File: config.mk
export PLATFORM = sky130hd
export DESIGN_NAME = accel_sample_health_monitor
export DESIGN_NICKNAME = d
export VERILOG_FILES = /design/src/hdl/ashm_pkg.sv /design/src/hdl/ashm_front.sv /design/src/hdl/ashm_fifo.sv /design/src/hdl/ashm_back.sv /design/src/hdl/accel_sample_health_monitor.sv
export VERILOG_INCLUDE_DIRS = /design/src /design/src/hdl
export SDC_FILE = /design/constraint.sdc
export NUM_CORES = 1
export LEC_CHECK = 0
export BUFFER_PORTS_ARGS = -buffer_cell sky130_fd_sc_hd__buf_2
export CAP_MARGIN = 0
export CELL_PAD_IN_SITES_DETAIL_PLACEMENT = 1
export CELL_PAD_IN_SITES_GLOBAL_PLACEMENT = 1
export CORE_UTILIZATION = 35
export CTS_BUF_LIST = sky130_fd_sc_hd__clkbuf_4 sky130_fd_sc_hd__clkbuf_8
export CTS_CLUSTER_SIZE = 28
export DETAILED_ROUTE_END_ITERATION = 8
export GPL_TIMING_DRIVEN = 0
export PLACE_DENSITY_LB_ADDON = 0.05
export SYNTH_ARGS = -nofsm -noshare
export SYNTH_HDL_FRONTEND = slang
export SYNTH_SLANG_ARGS = --single-unit
File: constraint.sdc
create_clock -name clk_i -period 6.8 [get_ports clk_i]
set_clock_uncertainty 0.2 [all_clocks]
set_input_delay 1.36 -clock clk_i [delete_from_list [all_inputs] [get_ports clk_i]]
set_output_delay 1.36 -clock clk_i [all_outputs]
set_load 0.02 [all_outputs]
File: src/hdl/accel_sample_health_monitor_assert.svh
// Assertion macros shared by the health monitor RTL.
// ASHM_ASSERT checks an expression at every rising clock edge out of reset.
// ASHM_ASSERT_IMPL checks that a condition implies a consequence.
`ifndef ACCEL_SAMPLE_HEALTH_MONITOR_ASSERT_SVH
`define ACCEL_SAMPLE_HEALTH_MONITOR_ASSERT_SVH
`ifndef SYNTHESIS
`define ASHM_ASSERT(lbl, clk, rst_n, expr, msg) \
  lbl: assert property (@(posedge clk) disable iff (!rst_n) (expr)) else $error(msg);
`define ASHM_ASSERT_IMPL(lbl, clk, rst_n, ante, cons, msg) \
  lbl: assert property (@(posedge clk) disable iff (!rst_n) (ante) |-> (cons)) \
    else $error(msg);
`else
`define ASHM_ASSERT(lbl, clk, rst_n, expr, msg)
`define ASHM_ASSERT_IMPL(lbl, clk, rst_n, ante, cons, msg)
`endif
`endif

File: src/hdl/ashm_pkg.sv
package ashm_pkg;

  localparam int SAMPLE_W_DEFAULT = 16;
  localparam int COUNT_W_DEFAULT  = 16;
  localparam int QUEUE_DEPTH      = 2;

  // configuration port
  localparam int CFG_IDX_W  = 3;
  localparam int CFG_DATA_W = 17;

  localparam int SUM_LIMIT_W    = 17;
  localparam int AXIS_LIMIT_W   = 15;
  localparam int WINDOW_W       = 16;
  localparam int PERCENT_W      = 7;
  localparam int BAD_MIN_W      = 16;
  localparam int SAME_LIMIT_W   = 8;

  localparam logic [CFG_IDX_W-1:0] CFG_SUM_LIMIT    = 3'd0;
  localparam logic [CFG_IDX_W-1:0] CFG_AXIS_LIMIT   = 3'd1;
  localparam logic [CFG_IDX_W-1:0] CFG_WINDOW_TICKS = 3'd2;
  localparam logic [CFG_IDX_W-1:0] CFG_PERCENT_MIN  = 3'd3;
  localparam logic [CFG_IDX_W-1:0] CFG_BAD_MIN      = 3'd4;
  localparam logic [CFG_IDX_W-1:0] CFG_SAME_LIMIT   = 3'd5;
  localparam logic [CFG_IDX_W-1:0] CFG_MON_ENABLE   = 3'd6;

  // input kinds
  localparam logic CMD_SAMPLE = 1'b0;
  localparam logic CMD_TICK   = 1'b1;

  // report kinds
  localparam logic [1:0] KIND_DATA_EXC = 2'd0;
  localparam logic [1:0] KIND_ALL_ZERO = 2'd1;
  localparam logic [1:0] KIND_STUCK    = 2'd2;

  localparam int PCT_SCALE        = 100;
  localparam int ZERO_RUN_LIMIT   = 10;
  localparam int STUCK_REPORT_CAP = 10;
  localparam int RUN_W            = 8;
  localparam int ZERO_RUN_W       = 4;
  localparam int STUCK_CNT_W      = 4;

  typedef struct packed {
    logic [SUM_LIMIT_W-1:0]  sum_limit;
    logic [AXIS_LIMIT_W-1:0] axis_limit;
    logic [WINDOW_W-1:0]     window_ticks;
    logic [PERCENT_W-1:0]    percent_min;
    logic [BAD_MIN_W-1:0]    bad_min;
    logic [SAME_LIMIT_W-1:0] same_limit;
    logic                    monitor_enabled;
  } cfg_t;

endpackage

File: src/hdl/ashm_front.sv
module ashm_front #(
  parameter int SAMPLE_WIDTH = 16
) (
  input  logic                                      clk_i,
  input  logic                                      rst_ni,
  input  ashm_pkg::cfg_t                            cfg_i,
  input  logic                                      s_axis_tvalid_i,
  output logic                                      s_axis_tready_o,
  // x, y, z from bit 0 up
  input  logic [((3*SAMPLE_WIDTH+7)/8)*8-1:0]       s_axis_tdata_i,
  // cmd
  input  logic                                      s_axis_tuser_i,
  input  logic                                      q_full_i,
  output logic                                      q_push_o,
  // {cmd, bad, zero, z, y, x}
  output logic [3*SAMPLE_WIDTH+2:0]                 q_data_o
);
  import ashm_pkg::*;

  localparam int SumW    = SAMPLE_WIDTH + 2;
  localparam int SumCmpW = (SumW > SUM_LIMIT_W) ? SumW : SUM_LIMIT_W;
  localparam int AxCmpW  = (SAMPLE_WIDTH > AXIS_LIMIT_W) ? SAMPLE_WIDTH : AXIS_LIMIT_W;

  function automatic logic [SAMPLE_WIDTH-1:0] magnitude(input logic [SAMPLE_WIDTH-1:0] v);
    return v[SAMPLE_WIDTH-1] ? (~v + SAMPLE_WIDTH'(1)) : v;
  endfunction

  logic [SAMPLE_WIDTH-1:0] in_x, in_y, in_z;
  logic [SAMPLE_WIDTH-1:0] mag_x, mag_y, mag_z;
  logic [SumW-1:0]         sum, sum_mag;
  logic                    bad, all_zero;

  logic                    st_valid_q;
  logic [3*SAMPLE_WIDTH+2:0] st_data_q;

  assign in_x = s_axis_tdata_i[SAMPLE_WIDTH-1:0];
  assign in_y = s_axis_tdata_i[2*SAMPLE_WIDTH-1:SAMPLE_WIDTH];
  assign in_z = s_axis_tdata_i[3*SAMPLE_WIDTH-1:2*SAMPLE_WIDTH];

  always_comb begin
    sum = {{2{in_x[SAMPLE_WIDTH-1]}}, in_x} + {{2{in_y[SAMPLE_WIDTH-1]}}, in_y}
        + {{2{in_z[SAMPLE_WIDTH-1]}}, in_z};
    sum_mag = sum[SumW-1] ? (~sum + SumW'(1)) : sum;
    mag_x = magnitude(in_x);
    mag_y = magnitude(in_y);
    mag_z = magnitude(in_z);
    bad = (SumCmpW'(sum_mag) > SumCmpW'(cfg_i.sum_limit))
       || (AxCmpW'(mag_x) > AxCmpW'(cfg_i.axis_limit))
       || (AxCmpW'(mag_y) > AxCmpW'(cfg_i.axis_limit))
       || (AxCmpW'(mag_z) > AxCmpW'(cfg_i.axis_limit));
    all_zero = ~|{in_x, in_y, in_z};
  end

  assign q_push_o        = st_valid_q && !q_full_i;
  assign s_axis_tready_o = !st_valid_q || !q_full_i;
  assign q_data_o        = st_data_q;

  always_ff @(posedge clk_i or negedge rst_ni) begin
    if (!rst_ni) begin
      st_valid_q <= 1'b0;
    end else if (s_axis_tready_o) begin
      st_valid_q <= s_axis_tvalid_i;
    end
  end

  always_ff @(posedge clk_i) begin
    if (s_axis_tvalid_i && s_axis_tready_o) begin
      st_data_q <= {s_axis_tuser_i, bad, all_zero, in_z, in_y, in_x};
    end
  end

endmodule

File: src/hdl/ashm_fifo.sv
`include "accel_sample_health_monitor_assert.svh"

module ashm_fifo #(
  parameter int WIDTH = 8,
  parameter int DEPTH = 2
) (
  input  logic             clk_i,
  input  logic             rst_ni,
  input  logic             push_i,
  input  logic [WIDTH-1:0] data_i,
  output logic             full_o,
  input  logic             pop_i,
  output logic [WIDTH-1:0] data_o,
  output logic             empty_o
);

  localparam int PtrW = (DEPTH > 1) ? $clog2(DEPTH) : 1;
  localparam int CntW = $clog2(DEPTH + 1);

  logic [WIDTH-1:0] mem_q [DEPTH];
  logic [PtrW-1:0]  wr_ptr_q, rd_ptr_q;
  logic [CntW-1:0]  count_q;

  assign full_o  = (count_q == CntW'(DEPTH));
  assign empty_o = (count_q == '0);
  assign data_o  = mem_q[rd_ptr_q];

  always_ff @(posedge clk_i or negedge rst_ni) begin
    if (!rst_ni) begin
      wr_ptr_q <= '0;
      rd_ptr_q <= '0;
      count_q  <= '0;
    end else begin
      if (push_i) begin
        wr_ptr_q <= (wr_ptr_q == PtrW'(DEPTH - 1)) ? '0 : wr_ptr_q + PtrW'(1);
      end
      if (pop_i) begin
        rd_ptr_q <= (rd_ptr_q == PtrW'(DEPTH - 1)) ? '0 : rd_ptr_q + PtrW'(1);
      end
      if (push_i && !pop_i) begin
        count_q <= count_q + CntW'(1);
      end else if (pop_i && !push_i) begin
        count_q <= count_q - CntW'(1);
      end
    end
  end

  always_ff @(posedge clk_i) begin
    if (push_i) begin
      mem_q[wr_ptr_q] <= data_i;
    end
  end

  `ASHM_ASSERT_IMPL(a_no_overflow, clk_i, rst_ni, push_i, !full_o || pop_i, "queue overflow")
  `ASHM_ASSERT_IMPL(a_no_underflow, clk_i, rst_ni, pop_i, !empty_o, "queue underflow")
  `ASHM_ASSERT(a_count_range, clk_i, rst_ni, count_q <= CntW'(DEPTH), "queue count out of range")

endmodule

File: src/hdl/ashm_back.sv
`include "accel_sample_health_monitor_assert.svh"

module ashm_back #(
  parameter int SAMPLE_WIDTH = 16,
  parameter int COUNT_WIDTH  = 16
) (
  input  logic                                clk_i,
  input  logic                                rst_ni,
  input  ashm_pkg::cfg_t                      cfg_i,
  input  logic                                q_empty_i,
  // {cmd, bad, zero, z, y, x}
  input  logic [3*SAMPLE_WIDTH+2:0]           q_data_i,
  output logic                                q_pop_o,
  output logic                                m_axis_tvalid_o,
  input  logic                                m_axis_tready_i,
  // report_x, report_y, report_z from bit 0 up
  output logic [((3*SAMPLE_WIDTH+7)/8)*8-1:0] m_axis_tdata_o,
  // report_kind
  output logic [1:0]                          m_axis_tuser_o,
  // last_report
  output logic                                m_axis_tlast_o
);
  import ashm_pkg::*;

  localparam int SW     = SAMPLE_WIDTH;
  localparam int CW     = COUNT_WIDTH;
  localparam int DataW  = ((3*SAMPLE_WIDTH+7)/8)*8;
  localparam int ProdW  = COUNT_WIDTH + PERCENT_W;
  localparam int WinCmpW = (CW > WINDOW_W) ? CW : WINDOW_W;
  localparam int BadCmpW = (CW > BAD_MIN_W) ? CW : BAD_MIN_W;

  localparam logic [2:0] ST_IDLE = 3'd0;
  localparam logic [2:0] ST_EXEC = 3'd1;
  localparam logic [2:0] ST_MUL  = 3'd2;
  localparam logic [2:0] ST_CMP  = 3'd3;
  localparam logic [2:0] ST_EMIT = 3'd4;

  function automatic logic [CW-1:0] sat_inc(input logic [CW-1:0] v);
    return (&v) ? v : v + CW'(1);
  endfunction

  logic [2:0] state_q, state_d;

  // item under work
  logic          it_cmd_q, it_bad_q, it_zero_q;
  logic [SW-1:0] it_xyz_q [3];

  // monitor state
  logic                   armed_q, armed_d;
  logic                   counting_q, counting_d;
  logic [CW-1:0]          bad_cnt_q, bad_cnt_d;
  logic [CW-1:0]          tot_cnt_q, tot_cnt_d;
  logic [CW-1:0]          elapsed_q, elapsed_d;
  logic [SW-1:0]          cap_q [3];
  logic [SW-1:0]          cap_d [3];
  logic [ZERO_RUN_W-1:0]  zero_run_q, zero_run_d;
  logic [RUN_W-1:0]       run_q [3];
  logic [RUN_W-1:0]       run_d [3];
  logic [SW-1:0]          prev_q [3];
  logic [SW-1:0]          prev_d [3];
  logic [STUCK_CNT_W-1:0] stuck_cnt_q, stuck_cnt_d;

  // window-end compare
  logic [ProdW-1:0] prod_bad_q, prod_bad_d;
  logic [ProdW-1:0] prod_tot_q, prod_tot_d;

  // pending reports of the current item
  logic          pend_exc_q, pend_exc_d;
  logic          pend_zero_q, pend_zero_d;
  logic          pend_stuck_q, pend_stuck_d;
  logic [SW-1:0] shown_q [3];
  logic [SW-1:0] shown_d [3];

  // output register
  logic          out_valid_q, out_valid_d;
  logic [1:0]    out_kind_q, out_kind_d;
  logic          out_last_q, out_last_d;
  logic [SW-1:0] out_xyz_q [3];
  logic          out_load;

  // scratch
  logic          first_bad;
  logic          flagged;
  logic [CW-1:0] tot_base, bad_base, el_inc;
  logic [RUN_W-1:0] run_tmp;

  assign q_pop_o = (state_q == ST_IDLE) && !q_empty_i;

  always_comb begin
    state_d      = state_q;
    armed_d      = armed_q;
    counting_d   = counting_q;
    bad_cnt_d    = bad_cnt_q;
    tot_cnt_d    = tot_cnt_q;
    elapsed_d    = elapsed_q;
    cap_d        = cap_q;
    zero_run_d   = zero_run_q;
    run_d        = run_q;
    prev_d       = prev_q;
    stuck_cnt_d  = stuck_cnt_q;
    prod_bad_d   = prod_bad_q;
    prod_tot_d   = prod_tot_q;
    pend_exc_d   = pend_exc_q;
    pend_zero_d  = pend_zero_q;
    pend_stuck_d = pend_stuck_q;
    shown_d      = shown_q;
    out_valid_d  = out_valid_q && !m_axis_tready_i;
    out_kind_d   = out_kind_q;
    out_last_d   = out_last_q;
    out_load     = 1'b0;
    first_bad    = 1'b0;
    flagged      = 1'b0;
    tot_base     = tot_cnt_q;
    bad_base     = bad_cnt_q;
    el_inc       = sat_inc(elapsed_q);
    run_tmp      = '0;

    unique case (state_q)
      ST_IDLE: begin
        if (!q_empty_i) begin
          state_d = ST_EXEC;
        end
      end

      ST_EXEC: begin
        if (it_cmd_q == CMD_TICK) begin
          state_d = ST_IDLE;
          if (counting_q) begin
            elapsed_d = el_inc;
            if (WinCmpW'(el_inc) >= WinCmpW'(cfg_i.window_ticks)) begin
              state_d = ST_MUL;
            end
          end
        end else begin
          // range test and window counting
          first_bad  = armed_q && it_bad_q;
          armed_d    = armed_q && !it_bad_q;
          counting_d = counting_q || first_bad;
          if (first_bad) begin
            tot_base  = CW'(1);
            bad_base  = CW'(1);
            elapsed_d = '0;
            cap_d     = it_xyz_q;
          end
          if (counting_d) begin
            tot_cnt_d = sat_inc(tot_base);
            bad_cnt_d = it_bad_q ? sat_inc(bad_base) : bad_base;
          end
          if (armed_d || first_bad) begin
            shown_d = it_xyz_q;
          end else begin
            shown_d = cap_q;
          end

          // all-zero run
          pend_zero_d = 1'b0;
          if (it_zero_q) begin
            if (zero_run_q > ZERO_RUN_W'(ZERO_RUN_LIMIT)) begin
              zero_run_d  = '0;
              pend_zero_d = 1'b1;
            end else begin
              zero_run_d = zero_run_q + ZERO_RUN_W'(1);
            end
          end else begin
            zero_run_d = '0;
          end

          // stuck axes
          for (int i = 0; i < 3; i++) begin
            if (prev_q[i] == it_xyz_q[i]) begin
              run_tmp = (&run_q[i]) ? run_q[i] : run_q[i] + RUN_W'(1);
            end else begin
              run_tmp = '0;
            end
            if (run_tmp >= cfg_i.same_limit) begin
              run_tmp = '0;
              flagged = 1'b1;
            end
            run_d[i]  = run_tmp;
            prev_d[i] = it_xyz_q[i];
          end
          pend_stuck_d = flagged && (stuck_cnt_q < STUCK_CNT_W'(STUCK_REPORT_CAP));
          if (pend_stuck_d) begin
            stuck_cnt_d = stuck_cnt_q + STUCK_CNT_W'(1);
          end
          pend_exc_d = 1'b0;
          state_d    = (pend_zero_d || pend_stuck_d) ? ST_EMIT : ST_IDLE;
        end
      end

      ST_MUL: begin
        // 100*bad/total >= pct  <=>  100*bad >= pct*total, total is never zero here
        prod_bad_d = ProdW'(bad_cnt_q) * ProdW'(PCT_SCALE);
        prod_tot_d = ProdW'(cfg_i.percent_min) * ProdW'(tot_cnt_q);
        state_d    = ST_CMP;
      end

      ST_CMP: begin
        pend_exc_d   = (prod_bad_q >= prod_tot_q)
                    && (BadCmpW'(bad_cnt_q) >= BadCmpW'(cfg_i.bad_min))
                    && cfg_i.monitor_enabled;
        pend_zero_d  = 1'b0;
        pend_stuck_d = 1'b0;
        shown_d      = cap_q;
        armed_d      = 1'b1;
        counting_d   = 1'b0;
        bad_cnt_d    = '0;
        tot_cnt_d    = '0;
        elapsed_d    = '0;
        state_d      = pend_exc_d ? ST_EMIT : ST_IDLE;
      end

      ST_EMIT: begin
        if (!out_valid_q || m_axis_tready_i) begin
          out_load    = 1'b1;
          out_valid_d = 1'b1;
          if (pend_exc_q) begin
            out_kind_d = KIND_DATA_EXC;
            pend_exc_d = 1'b0;
          end else if (pend_zero_q) begin
            out_kind_d  = KIND_ALL_ZERO;
            pend_zero_d = 1'b0;
          end else begin
            out_kind_d   = KIND_STUCK;
            pend_stuck_d = 1'b0;
          end
          out_last_d = !(pend_exc_d || pend_zero_d || pend_stuck_d);
          if (out_last_d) begin
            state_d = ST_IDLE;
          end
        end
      end

      default: begin
        state_d = ST_IDLE;
      end
    endcase
  end

  always_ff @(posedge clk_i or negedge rst_ni) begin
    if (!rst_ni) begin
      state_q      <= ST_IDLE;
      armed_q      <= 1'b1;
      counting_q   <= 1'b0;
      bad_cnt_q    <= '0;
      tot_cnt_q    <= '0;
      elapsed_q    <= '0;
      zero_run_q   <= '0;
      stuck_cnt_q  <= '0;
      pend_exc_q   <= 1'b0;
      pend_zero_q  <= 1'b0;
      pend_stuck_q <= 1'b0;
      out_valid_q  <= 1'b0;
      for (int i = 0; i < 3; i++) begin
        run_q[i]  <= '0;
        prev_q[i] <= '0;
      end
    end else begin
      state_q      <= state_d;
      armed_q      <= armed_d;
      counting_q   <= counting_d;
      bad_cnt_q    <= bad_cnt_d;
      tot_cnt_q    <= tot_cnt_d;
      elapsed_q    <= elapsed_d;
      zero_run_q   <= zero_run_d;
      stuck_cnt_q  <= stuck_cnt_d;
      pend_exc_q   <= pend_exc_d;
      pend_zero_q  <= pend_zero_d;
      pend_stuck_q <= pend_stuck_d;
      out_valid_q  <= out_valid_d;
      run_q        <= run_d;
      prev_q       <= prev_d;
    end
  end

  always_ff @(posedge clk_i) begin
    if (q_pop_o) begin
      it_cmd_q  <= q_data_i[3*SW+2];
      it_bad_q  <= q_data_i[3*SW+1];
      it_zero_q <= q_data_i[3*SW];
      for (int i = 0; i < 3; i++) begin
        it_xyz_q[i] <= q_data_i[i*SW +: SW];
      end
    end
    cap_q      <= cap_d;
    shown_q    <= shown_d;
    prod_bad_q <= prod_bad_d;
    prod_tot_q <= prod_tot_d;
    if (out_load) begin
      out_kind_q <= out_kind_d;
      out_last_q <= out_last_d;
      out_xyz_q  <= shown_q;
    end
  end

  assign m_axis_tvalid_o = out_valid_q;
  assign m_axis_tuser_o  = out_kind_q;
  assign m_axis_tlast_o  = out_last_q;
  assign m_axis_tdata_o  = DataW'({out_xyz_q[2], out_xyz_q[1], out_xyz_q[0]});

  `ASHM_ASSERT(a_arm_or_count, clk_i, rst_ni, !(armed_q && counting_q),
    "armed while a window is open")
  `ASHM_ASSERT(a_stuck_cap, clk_i, rst_ni,
    stuck_cnt_q <= STUCK_CNT_W'(STUCK_REPORT_CAP), "stuck report cap exceeded")
  `ASHM_ASSERT_IMPL(a_bad_le_total, clk_i, rst_ni, counting_q, bad_cnt_q <= tot_cnt_q,
    "bad count above total count")

endmodule

File: src/hdl/accel_sample_health_monitor.sv
// Accelerometer sample health monitor.
// Input stream s_axis: tuser is the item kind (0 sample, 1 time tick), tdata carries
// x, y, z as two's complement values, x in the lowest bits. Output stream m_axis:
// tuser is the report kind (0 data exception, 1 all axes zero, 2 axis stuck), tdata
// the reported x, y, z, tlast marks the last report caused by one input item.
// Configuration: cfg_we_i writes cfg_wdata_i into register cfg_idx_i;
// write only while no item is in flight.
// Sequencing: the back-end sequencer takes a sample through the states IDLE and
// EXEC, then EMIT once per report; a tick goes through IDLE and EXEC, and when it
// closes a window also through MUL (the two percentage products) and CMP (the
// compare), then EMIT for a report. The sequencer takes a new item only in IDLE
// and sets the rate; the front stage and a 2-entry queue keep taking items meanwhile.
// Reset clears the queue and output register, arms the monitor and loads the register
// defaults. If the receiver stalls, the report holds in the output register, the
// sequencer waits, and input backs up through the queue into s_axis_tready_o.
module accel_sample_health_monitor #(
  parameter int SAMPLE_WIDTH = ashm_pkg::SAMPLE_W_DEFAULT,
  parameter int COUNT_WIDTH  = ashm_pkg::COUNT_W_DEFAULT
) (
  input  logic                                 clk_i,
  input  logic                                 rst_ni,
  input  logic                                 cfg_we_i,
  input  logic [ashm_pkg::CFG_IDX_W-1:0]       cfg_idx_i,
  input  logic [ashm_pkg::CFG_DATA_W-1:0]      cfg_wdata_i,
  input  logic                                 s_axis_tvalid_i,
  output logic                                 s_axis_tready_o,
  // sample_x, sample_y, sample_z from bit 0 up
  input  logic [((3*SAMPLE_WIDTH+7)/8)*8-1:0]  s_axis_tdata_i,
  // cmd
  input  logic                                 s_axis_tuser_i,
  output logic                                 m_axis_tvalid_o,
  input  logic                                 m_axis_tready_i,
  // report_x, report_y, report_z from bit 0 up
  output logic [((3*SAMPLE_WIDTH+7)/8)*8-1:0]  m_axis_tdata_o,
  // report_kind
  output logic [1:0]                           m_axis_tuser_o,
  // last_report
  output logic                                 m_axis_tlast_o
);
  import ashm_pkg::*;

  localparam int EntryW = 3*SAMPLE_WIDTH + 3;

  cfg_t cfg_q;

  logic              q_push, q_pop, q_full, q_empty;
  logic [EntryW-1:0] q_wdata, q_rdata;

  always_ff @(posedge clk_i or negedge rst_ni) begin
    if (!rst_ni) begin
      cfg_q.sum_limit       <= SUM_LIMIT_W'(6144);
      cfg_q.axis_limit      <= AXIS_LIMIT_W'(2048);
      cfg_q.window_ticks    <= WINDOW_W'(2000);
      cfg_q.percent_min     <= PERCENT_W'(50);
      cfg_q.bad_min         <= BAD_MIN_W'(10);
      cfg_q.same_limit      <= SAME_LIMIT_W'(20);
      cfg_q.monitor_enabled <= 1'b1;
    end else if (cfg_we_i) begin
      unique case (cfg_idx_i)
        CFG_SUM_LIMIT:    cfg_q.sum_limit       <= cfg_wdata_i[SUM_LIMIT_W-1:0];
        CFG_AXIS_LIMIT:   cfg_q.axis_limit      <= cfg_wdata_i[AXIS_LIMIT_W-1:0];
        CFG_WINDOW_TICKS: cfg_q.window_ticks    <= cfg_wdata_i[WINDOW_W-1:0];
        CFG_PERCENT_MIN:  cfg_q.percent_min     <= cfg_wdata_i[PERCENT_W-1:0];
        CFG_BAD_MIN:      cfg_q.bad_min         <= cfg_wdata_i[BAD_MIN_W-1:0];
        CFG_SAME_LIMIT:   cfg_q.same_limit      <= cfg_wdata_i[SAME_LIMIT_W-1:0];
        CFG_MON_ENABLE:   cfg_q.monitor_enabled <= cfg_wdata_i[0];
        default: begin
          // unmapped index, write dropped
        end
      endcase
    end
  end

  ashm_front #(
    .SAMPLE_WIDTH (SAMPLE_WIDTH)
  ) u_front (
    .clk_i           (clk_i),
    .rst_ni          (rst_ni),
    .cfg_i           (cfg_q),
    .s_axis_tvalid_i (s_axis_tvalid_i),
    .s_axis_tready_o (s_axis_tready_o),
    .s_axis_tdata_i  (s_axis_tdata_i),
    .s_axis_tuser_i  (s_axis_tuser_i),
    .q_full_i        (q_full),
    .q_push_o        (q_push),
    .q_data_o        (q_wdata)
  );

  ashm_fifo #(
    .WIDTH (EntryW),
    .DEPTH (QUEUE_DEPTH)
  ) u_queue (
    .clk_i   (clk_i),
    .rst_ni  (rst_ni),
    .push_i  (q_push),
    .data_i  (q_wdata),
    .full_o  (q_full),
    .pop_i   (q_pop),
    .data_o  (q_rdata),
    .empty_o (q_empty)
  );

  ashm_back #(
    .SAMPLE_WIDTH (SAMPLE_WIDTH),
    .COUNT_WIDTH  (COUNT_WIDTH)
  ) u_back (
    .clk_i           (clk_i),
    .rst_ni          (rst_ni),
    .cfg_i           (cfg_q),
    .q_empty_i       (q_empty),
    .q_data_i        (q_rdata),
    .q_pop_o         (q_pop),
    .m_axis_tvalid_o (m_axis_tvalid_o),
    .m_axis_tready_i (m_axis_tready_i),
    .m_axis_tdata_o  (m_axis_tdata_o),
    .m_axis_tuser_o  (m_axis_tuser_o),
    .m_axis_tlast_o  (m_axis_tlast_o)
  );

endmodule

==> results.md <==
- Standby leakage power: roughly 17 nW
- Num Clock Sinks: 617
- Cells traversed along the worst timing path: clkbuf_1 -> nand2_1 -> fa_1 -> inv_1 -> fa_1 -> fa_1 -> fa_1 -> ha_1 -> o21ai_1 -> a21boi_1 -> a211oi_1 -> o21ai_1 -> a31oi_1 -> nor2b_1 -> o21a_1 -> or2_1 -> xor2_1
- Critical path capture point type: flip-flop
- IO buf count: 125
- Setup repair after global routing missed its margin: yes
- Minimum clock period after layout: 6.51 ns
- Outcome: completed
- Power per standard cell area: 307 nW/um^2
- Achievable frequency: around 150 MHz
- Site Rows: approximately 110
- Number of antenna violations at the first check in global routing: 5
- Standard cell with the maximum stage delay on the critical path: dfstp_2
- Post-synthesis to final-layout area growth: 14.9%
- Worst hold slack: between 0.2 and 0.25 ns
- Critical path peak fanout: 10
- Standard cell core area: approximately 100000 sq um
- Root cell of the clock tree: clkbuf_8
- Global-route usage over all layers: between 10% and 20%
- Die outline area: roughly 100000 sq um
- DRT Wirelength: about 97000 microns
- Max-slew violation count: 0
- Distinct cell type count after synthesis: 79
- CP Data Arrival Time: 6.75 ns
- Storage cell area: between 15000 and 20000 sq um
- Cell count after synthesis: 3064
- Synth Flop Type: edfxtp_1
- Count of H-tree levels built during CTS: 3
- Crit Path Category: reg -> reg
- Clock input transition at the sequential cells of the worst setup and hold paths: 0.06 ns
- Final worst-path cycle share: between 90% and 100%
- Final setup violation count: 0
- Number of global-route vias before repair: between 20000 and 30000
- 1st-pass router iterations: 5
- TritonCTS clock tree: done
- Buffer depth of the longest clock path: 3
- Average wire per standard cell: between 20 and 25 microns
- Fraction of registers with async set/reset: a little over a third
- Antenna violation net count after detailed routing: 0
- Fillcell total: ~11000
- Type of the tightest min-delay check: reg -> reg
- Layout Nets: 3764
- Cell repeated most along the worst path: fa_1
- Worst IR Drop VDD: between 0.1 and 0.15 mV
- Startpoint type of the worst setup path: flip-flop
- Share of synthesized area occupied by flip-flops and latches: approximately half
- Required time of the critical path: approximately 7.0 ns
- Max-cap violations: 0
- Post-Synthesis Net Count: approximately 3500
- Via density per instance: slightly above 5
- Post-route DRC: 0
- Transition time at the pin with the least slew margin: ~1.1 ns
- Number of hold violations in the final report: 0
- Worst path max stage delay: between 0.6 and 0.7 ns
- Largest net degree at the start of global routing: 115
- Flops & latches, synth: ~600
- Worst-case headroom to the max-slew limit: between 20% and 30%
- Vias post-DR: between 20000 and 25000
- Top-level port count: about 130
- Overall overflow remaining after global route: 0
- Die Ht: approximately 320 microns
- Final Wtd Congestion: approximately 0.85
- Initial Utilization: a little over a third
- Horiz. Die Dim: about 320 microns
- First-pass GRT wire length: between 100000 and 150000 microns
- Count of routing violations after the opening detailed-route iteration: between 1000 and 1500
- Number of enable flip-flop cells after synthesis: ~400
- Share of layout cells above drive strength 1: roughly 16%
- Half-perimeter wire length of the detailed placement result: roughly 74000 microns
- Synthesized cell area: around 34000 sq um
- Num CTS Buffers: between 100 and 150
- Later-pin clock latency in the skew report: about 0.77 ns
- Synth Area per Inst: roughly 11 sq um
- Warnings from Yosys: 0
- Total negative slack for setup checks: 0 ns
- Multi-input gate area in the final layout: between 15000 and 20000 sq um
placed cells by master (no fill, tap or decap), types with 8 or more instances in the layout:
cell and n:
o211ai_1 10, nand4_1 27, a31oi_1 20, and2_1 49, o41ai_1 11, xor2_1 81
nand2_1 427, nand3_1 46, a21oi_1 119, and3_1 27, a211oi_1 9, a22o_1 18
nor4_1 24, clkinv_2 14, or3_1 9, fa_1 81, o21a_1 22, nor2b_1 27
dfrtp_1 204, clkinv_1 25, buf_4 11, nor3b_1 8, ha_1 279, inv_1 248
o21ai_1 28, clkbuf_8 115, o31ai_1 20, nor3_1 36, xnor2_1 99, a21o_1 37
clkbuf_1 85, o21ai_0 158, buf_2 127, nor2_1 125, edfxtp_1 395, clkbuf_4 33
nand2b_1 35, mux2_2 121, dfstp_2 18
metal layers:
layer	GRT usage, %	vias up	part of all wire, %
met5	0	-	0.025
met4	5.81	4	2.3
met3	2.91	145	3.6
met2	30.1	398	44
met1	28.5	11901	50
li1	-	11373	-
cells in the mapped netlist, types with 35 or more instances:
cell type | n | share of area [%]
a21o_1 | 37 | 0.81
a21oi_1 | 123 | 1.8
and2_1 | 50 | 0.91
clkbuf_1 | 86 | 0.94
dfrtp_1 | 204 | 15
edfxtp_1 | 395 | 34
fa_1 | 82 | 4.8
ha_1 | 283 | 10
inv_1 | 249 | 2.7
mux2_2 | 121 | 4.0
nand2_1 | 428 | 4.7
nand2b_1 | 35 | 0.63
nand3_1 | 47 | 0.68
nor2_1 | 128 | 1.4
nor3_1 | 38 | 0.55
o21ai_0 | 163 | 2.4
xnor2_1 | 101 | 2.6
xor2_1 | 82 | 2.1
sequential cells by signal, summed over array words and instances (netlist names), 2 cells and up:
register               flops
u_front.q_data_o          51
u_back.prod_bad_q         21
u_back.m_axis_tdata_o     48
u_back.zero_run_q          4
u_queue.count_q            2
u_back.prod_tot_q         23
u_back.tot_cnt_q          16
u_back.shown_q            48
u_back.bad_cnt_q          16
u_back.elapsed_q          16
u_back.prev_q             48
u_back.state_q             3
u_back.stuck_cnt_q         4
u_back.m_axis_tuser_o      2
u_queue.mem_q            102
u_back.run_q              24
cfg_q                     80
u_back.cap_q              48
u_back.it_xyz_q           48
cell type report:
type | count | area share, %
Clock buffer | 147 | 4.60
Antenna cell | 3 | 0.0189
Buffer | 91 | 0.896
Timing Repair Buffer | 151 | 2.52
Multi-Input combinational cell | 2107 | 40.3
Sequential cell | 617 | 44.0
Tap cell | 1276 | 4.03
Inverter | 249 | 2.36
Clock inverter | 53 | 1.26
logic make-up (layout without fill, tap and decap cells):
logic type,Yosys count,in the layout,share of synthesized area [%]
mux,124,124,4.04
other cells,0,3,0
flops,617,617,50.6
fa+ha+maj,365,365,15.0
simple gates,892,892,12.1
compound gates,542,542,9.88
xor+xnor,184,184,4.69
buf+inv,340,691,3.72
worst paths after layout:
path,startpoint,to,slack [ns],cells past startpoint
max in group asynchronous,rst_ni,cfg_q[52]$_DFFE_PN0P_,4.79,3
min in group asynchronous,rst_ni,u_back.run_q[15]$_DFFE_PN0P_,0.44,2
min reg2reg,u_front.q_data_o[5]$_DFFE_PP_,u_queue.mem_q[0][5]$_DFFE_PP_,0.21,0
max,cfg_q[26]$_DFFE_PN1P_,u_back.prod_tot_q[18]$_DFFE_PP_,0.29,17
max reg2reg,cfg_q[26]$_DFFE_PN1P_,u_back.prod_tot_q[18]$_DFFE_PP_,0.29,17
min,u_front.q_data_o[5]$_DFFE_PP_,u_queue.mem_q[0][5]$_DFFE_PP_,0.21,0
metrics by stage:
stage	area, sq um	utilization, %	setup slack, ns	power, mW	cells
4_1_cts	39500	40.6	0.00126	12.3	4684
2_1_floorplan	34500	-	0.0127	7.35	3064
3_5_place_dp	37000	38.1	-1.67	8.55	4479
5_1_grt	39600	40.8	-0.0232	12.9	4694
3_3_place_gp	36700	37.8	-1.40	8.34	4465
6_report	39600	40.8	0.291	12.2	4694
critical path: cells and delay by family (launching register included):
kind,cells,cell delay [ns]
compound gates,6,1.48
xor+xnor,1,0.50
fa+ha+maj,5,2.36
buf+inv,2,0.57
flops,1,0.64
simple gates,3,0.46
what timing repair did:
action                     4_1_cts  5_1_grt
cloned                           0        0
setup buffers                    5        7
gates resized for setup         16       26
pin swaps                        7       16
hold buffers                     0        0
setup endpoints to repair        1        2
power by group:
part / total (mW) / internal, mW / leakage (nW) / switching (mW)
logic: 2.90 / 1.11 / 9.36 / 1.79
clock network: 3.64 / 2.03 / 1.22 / 1.61
registers: 5.62 / 5.05 / 6.40 / 0.569
total: 12.2 / 8.19 / 17.0 / 3.96
(Power assumes the default switching activity.)
